File: src/rtl/ocp_pkg.sv
// Package: shared types and constants of the orbit camera position block.
package ocp_pkg;

  localparam int unsigned CordicSteps = 16;

  localparam logic [15:0] RadiusMin   = 16'd26;
  localparam logic [15:0] RadiusReset = 16'd1280;
  localparam int          YawHalf     = 23040;
  localparam int          YawFull     = 46080;
  localparam int          PitchLimit  = 11392;
  localparam logic signed [26:0] Angle90  = 27'sd5898240;
  localparam logic signed [26:0] Angle180 = 27'sd11796480;
  localparam logic signed [17:0] CordicGain = 18'sd39797;
  localparam int          PosLimit    = 65535;

  // yaw reduction: 46080 = 45 * 1024; 92 whole turns lift any yaw sum above zero
  localparam int          YawOffset     = 4239360;
  localparam int          YawFullHi     = 45;
  // floor(x / 45) = (x * 2913) >> 17, exact for x below 10082
  localparam int          YawRecip      = 2913;
  localparam int          YawRecipShift = 17;

  typedef enum logic [2:0] {
    OP_FORWARD  = 3'd0,
    OP_BACKWARD = 3'd1,
    OP_LEFT     = 3'd2,
    OP_RIGHT    = 3'd3,
    OP_UP       = 3'd4,
    OP_DOWN     = 3'd5
  } op_code_t;

  typedef enum logic [0:0] {
    REG_LINEAR_SPEED  = 1'd0,
    REG_ANGULAR_SPEED = 1'd1
  } reg_index_t;

  typedef enum logic [3:0] {
    ST_IDLE,
    ST_SCALE,
    ST_APPLY,
    ST_WRAP,
    ST_PREP_YAW,
    ST_CORDIC_YAW,
    ST_PREP_PITCH,
    ST_CORDIC_PITCH,
    ST_MUL1,
    ST_MUL2,
    ST_MUL3,
    ST_ROUND,
    ST_OUT
  } state_t;

  // controller -> datapath commands
  typedef struct packed {
    logic load;
    logic scale;
    logic apply;
    logic wrap;
    logic prep_yaw;
    logic prep_pitch;
    logic cordic_step;
    logic save_yaw;
    logic mul1;
    logic mul2;
    logic mul3;
    logic round_out;
  } ctrl_t;

  // datapath -> controller status
  typedef struct packed {
    logic cordic_last;
  } status_t;

  function automatic logic signed [26:0] atan_deg(input logic [3:0] i);
    case (i)
      4'd0:    atan_deg = 27'sd2949120;
      4'd1:    atan_deg = 27'sd1740967;
      4'd2:    atan_deg = 27'sd919879;
      4'd3:    atan_deg = 27'sd466945;
      4'd4:    atan_deg = 27'sd234379;
      4'd5:    atan_deg = 27'sd117306;
      4'd6:    atan_deg = 27'sd58666;
      4'd7:    atan_deg = 27'sd29335;
      4'd8:    atan_deg = 27'sd14668;
      4'd9:    atan_deg = 27'sd7334;
      4'd10:   atan_deg = 27'sd3667;
      4'd11:   atan_deg = 27'sd1833;
      4'd12:   atan_deg = 27'sd917;
      4'd13:   atan_deg = 27'sd458;
      4'd14:   atan_deg = 27'sd229;
      4'd15:   atan_deg = 27'sd115;
      default: atan_deg = 27'sd0;
    endcase
  endfunction

endpackage

File: src/rtl/ocp_ctrl.sv
// Controller: sequences one request through the datapath.
module ocp_ctrl import ocp_pkg::*; (
  input  logic    clk,
  input  logic    rst,
  input  logic    in_valid,
  output logic    in_ready,
  output logic    out_valid,
  input  logic    out_ready,
  input  status_t status,
  output ctrl_t   ctrl
);

  state_t state, state_next;

  always_ff @(posedge clk) begin
    if (rst) begin
      state <= ST_IDLE;
    end else begin
      state <= state_next;
    end
  end

  always_comb begin
    state_next = state;
    case (state)
      ST_IDLE:         if (in_valid) state_next = ST_SCALE;
      ST_SCALE:        state_next = ST_APPLY;
      ST_APPLY:        state_next = ST_WRAP;
      ST_WRAP:         state_next = ST_PREP_YAW;
      ST_PREP_YAW:     state_next = ST_CORDIC_YAW;
      ST_CORDIC_YAW:   if (status.cordic_last) state_next = ST_PREP_PITCH;
      ST_PREP_PITCH:   state_next = ST_CORDIC_PITCH;
      ST_CORDIC_PITCH: if (status.cordic_last) state_next = ST_MUL1;
      ST_MUL1:         state_next = ST_MUL2;
      ST_MUL2:         state_next = ST_MUL3;
      ST_MUL3:         state_next = ST_ROUND;
      ST_ROUND:        state_next = ST_OUT;
      ST_OUT:          if (out_ready) state_next = ST_IDLE;
      default:         state_next = ST_IDLE;
    endcase
  end

  always_comb begin
    ctrl = '0;
    in_ready = 1'b0;
    out_valid = 1'b0;
    case (state)
      ST_IDLE: begin
        in_ready = 1'b1;
        ctrl.load = in_valid;
      end
      ST_SCALE:        ctrl.scale = 1'b1;
      ST_APPLY:        ctrl.apply = 1'b1;
      ST_WRAP:         ctrl.wrap = 1'b1;
      ST_PREP_YAW:     ctrl.prep_yaw = 1'b1;
      ST_CORDIC_YAW: begin
        ctrl.cordic_step = 1'b1;
        ctrl.save_yaw = status.cordic_last;
      end
      ST_PREP_PITCH:   ctrl.prep_pitch = 1'b1;
      ST_CORDIC_PITCH: ctrl.cordic_step = 1'b1;
      ST_MUL1:         ctrl.mul1 = 1'b1;
      ST_MUL2:         ctrl.mul2 = 1'b1;
      ST_MUL3:         ctrl.mul3 = 1'b1;
      ST_ROUND:        ctrl.round_out = 1'b1;
      ST_OUT:          out_valid = 1'b1;
      default: ;
    endcase
  end

endmodule

File: config.mk
export PLATFORM = sky130hd
export DESIGN_NAME = ocp_ctrl
export DESIGN_NICKNAME = d
export VERILOG_FILES = /design/src/rtl/ocp_pkg.sv /design/src/rtl/ocp_ctrl.sv
export SDC_FILE = /design/constraint.sdc
export NUM_CORES = 1
export LEC_CHECK = 0
export ABC_AREA = 1
export BUFFER_PORTS_ARGS = -buffer_cell sky130_fd_sc_hd__buf_2
export CAP_MARGIN = 5
export CORE_AREA = 2 2 39 41
export CTS_CLUSTER_SIZE = 24
export DETAILED_ROUTE_END_ITERATION = 12
export DIE_AREA = 0 0 41 43
export GPL_TIMING_DRIVEN = 0
export PLACE_DENSITY = 0.61
export SLEW_MARGIN = 20
export SYNTH_ARGS = -nofsm -noshare
export SYNTH_HDL_FRONTEND = slang
export SYNTH_SLANG_ARGS = --single-unit
export TNS_END_PERCENT = 5
File: constraint.sdc
create_clock -name clk -period 1.1 [get_ports clk]
set_input_delay 0.11 -clock clk [delete_from_list [all_inputs] [get_ports clk]]
set_output_delay 0.11 -clock clk [all_outputs]
set_load 0.01 [all_outputs]
==> results by group <==
Synth
  • Synth Cell Area: 322 um^2
  • Yosys cell types: 10
  • Yosys warning count: 0
  • Post-synthesis async set-or-reset flop share: 0
  • Leading area contributor after synthesis: nor2_1
  • Sequential-to-total area share from yosys stat: 0.249
  • Syn avg cell area: 5.27 um^2
  • Post-synth top cells: nor2_1 (24), inv_1 (12), nand2_1 (9)
  • Synth top area share: 0.280
  • Post-Syn Nets: 66
  • FF+latch count, synth: 4
  • Ranking of synthesized cells by area: nor2_1 (28%), dfxtp_1 (25%), inv_1 (14%), nand2_1 (11%), nand3_1 (6.2%)
  • Most used DFF post-synth: dfxtp_1
  • EDFF count, synth: 0
  • Mapped Cells: 61
  • Most numerous cell in the Yosys netlist: nor2_1

Die
  • I/O pin total: 19
  • Die Y: 43 um
  • FP Rows: 14
  • Core footprint: 1380 um^2
  • Initial core utilization: 0.232
  • DIE AREA: 1760 um^2
  • DIE WIDTH: 41 um

Routing
  • DRC viols: 0
  • Vias after detailed routing: 427
  • Initial DRC count: 3
  • Drt via density: 4.19
  • Routed Antenna Nets: 0
  • Final wirelength: 932 um
  • First-pass detailed-route iteration total: 3
  • DR WL/cell: 9.14 um

Critical path
  • R2R cell count: 8
  • R2R setup slack: -60 ps
  • R2r startpoint: state[2]
  • Worst-path maximum fanout: 5
  • Crit path capture type: output port
  • Crit Path Class: flop to output port
  • WP data arrival: 1080 ps
  • Crit start category: flop
  • RR Endpoint: state[1]
  • CP required: 990 ps

Timing
  • Period utilization: 1.08
  • Fin worst setup slack: -87.5 ps
  • WHS: 153 ps
  • Max Freq: 842 MHz
  • Setup violations, final: 16
  • Final Critical Period: 1190 ps
  • Max_slew headroom: 0.886
  • Worst slew pin tran: 169 ps
  • Max-slew violation count: 0
  • RSZ-0062 raised after global routing: true
  • Layout Skew: 3.68 ps
  • Hold Vio Cnt, Final: 0

Global routing
  • Pin count of the biggest net entering global routing: 7
  • Total grt overflow: 0
  • Vias in the first global route: 326
  • First-pass GRT wire length: 1320 um
  • Initial antenna violation count: 0
  • GRT Overall Usage: 0.111

Cells and area
  • Number of flip-flops in the largest register: 4
  • Largest register by flop count: state
  • Non-Filler Instances: 102
  • Area grow syn2layout: 70.0%
  • Fraction of layout cells with a size suffix above 1: 0.535
  • Post-route cell area: 547 um^2
  • Ant diodes: 0
  • Layout Nets: 93
  • Largest regs: state (4)

Pwr
  • Worst VDD drop: 0.998 mV
  • Power Dens Cells: 3040 nW/um^2
  • Post-layout power: 1660 uW
  • Pleak: 0.000310 uW

Clock network
  • CTS Buffer Depth: 2
  • Root Buffer: clkbuf_4
  • CTS tree: built
  • Inserted Clock Buffers: 3
  • Clk sink count: 4
  • Clock slew at reported path FFs: 40 ps
  • H-tree depth: 1
  • Worst-Skew Late Latency: 230 ps

Outcome
  • Status: finished, violations left
  • Failing checks: setup timing

Min path
  • Hold Crit Class: primary input to flop
  • Hold Path Origin: rst
  • Hold Path End: state[1]
  • Min-Delay Path Depth: 4

Placed design
  • IO Port Bufs: 18
  • Placed cell area: 432 um^2
  • Placed Instances: 95
  • DP HPWL: 661 um
  • Routability congestion estimate: 0.735

Job
  • # Max-Cap Violations: 0
==> metrics by stage <==
step | setup slack, ps | util | TNS (ps)
after floorplan | 98.6 | - | 0
after global placement | 40.6 | 0.312 | 0
after CTS | -102 | 0.375 | -824
after global routing | -159 | 0.395 | -1940
final | -87.5 | 0.395 | -630
after detailed placement | 25.2 | 0.312 | 0
==> kinds of logic (layout without fill, tap and decap cells) <==
group,after synthesis,count (layout),share of synthesized area
AOI/OAI and AO/OA,2,2,0.0311
and+or+nand+nor,43,43,0.580
buffers and inverters,12,37,0.140
DFF,4,4,0.249
==> routing by layer <==
layer  track usage  part of all wire
met2         0.166              0.48
met5             0                 0
met1         0.138              0.44
met3        0.0157             0.079
met4        0.0800                 0
==> power breakdown <==
part	switching [uW]	internal (uW)
logic	643	464
clock network	57.9	122
registers	131	245
total	832	831
==> layout make-up <==
type / instances / area [um^2]
Inverter: 12 / 47.5
Fill cell: 162 / 837
Timing Repair Buffer: 22 / 120
Multi-Input combinational cell: 45 / 246
Tap cell: 16 / 20.0
Clock buffer: 3 / 22.5
Sequential cell: 4 / 90.1
==> repair_timing <==
action,in CTS,in global routing
hold buffers,0,0
buffers inserted,4,0
gates cloned,0,0
hold endpoints to repair,0,0
setup endpoints to repair,14,18
gates resized for setup,17,7
pin swaps,3,2
==> cell usage in the layout (no fill, tap or decap), types with 3 or more instances in the layout <==
master    count
clkbuf_4      3
buf_4         4
buf_2        18
nor2_4        3
nand3_1       3
inv_1         7
inv_2         4
nor2_1       21
nand2_1       7
==> critical path: stages (launching register included) <==
cell and delay, ps:
dfxtp_4 360, inv_2 60, nor2_4 90, inv_2 60
nor3_2 130, buf_2 140
==> worst max-delay path by stage <==
| stage | depth (start not counted) | to | startpoint | slack (ps) |
|---|---|---|---|---|
| after global routing | 9 | state[1] | state[2] | -160 |
| after CTS | 5 | ctrl[4] | state[2] | -100 |
| after floorplan | 4 | ctrl[4] | state[2] | 100 |
| after detailed placement | 5 | ctrl[4] | state[2] | 30 |
| final | 5 | ctrl[4] | state[2] | -90 |
| after global placement | 4 | ctrl[11] | state[3] | 40 |
Note: power is estimated with default switching activity, not from simulation.
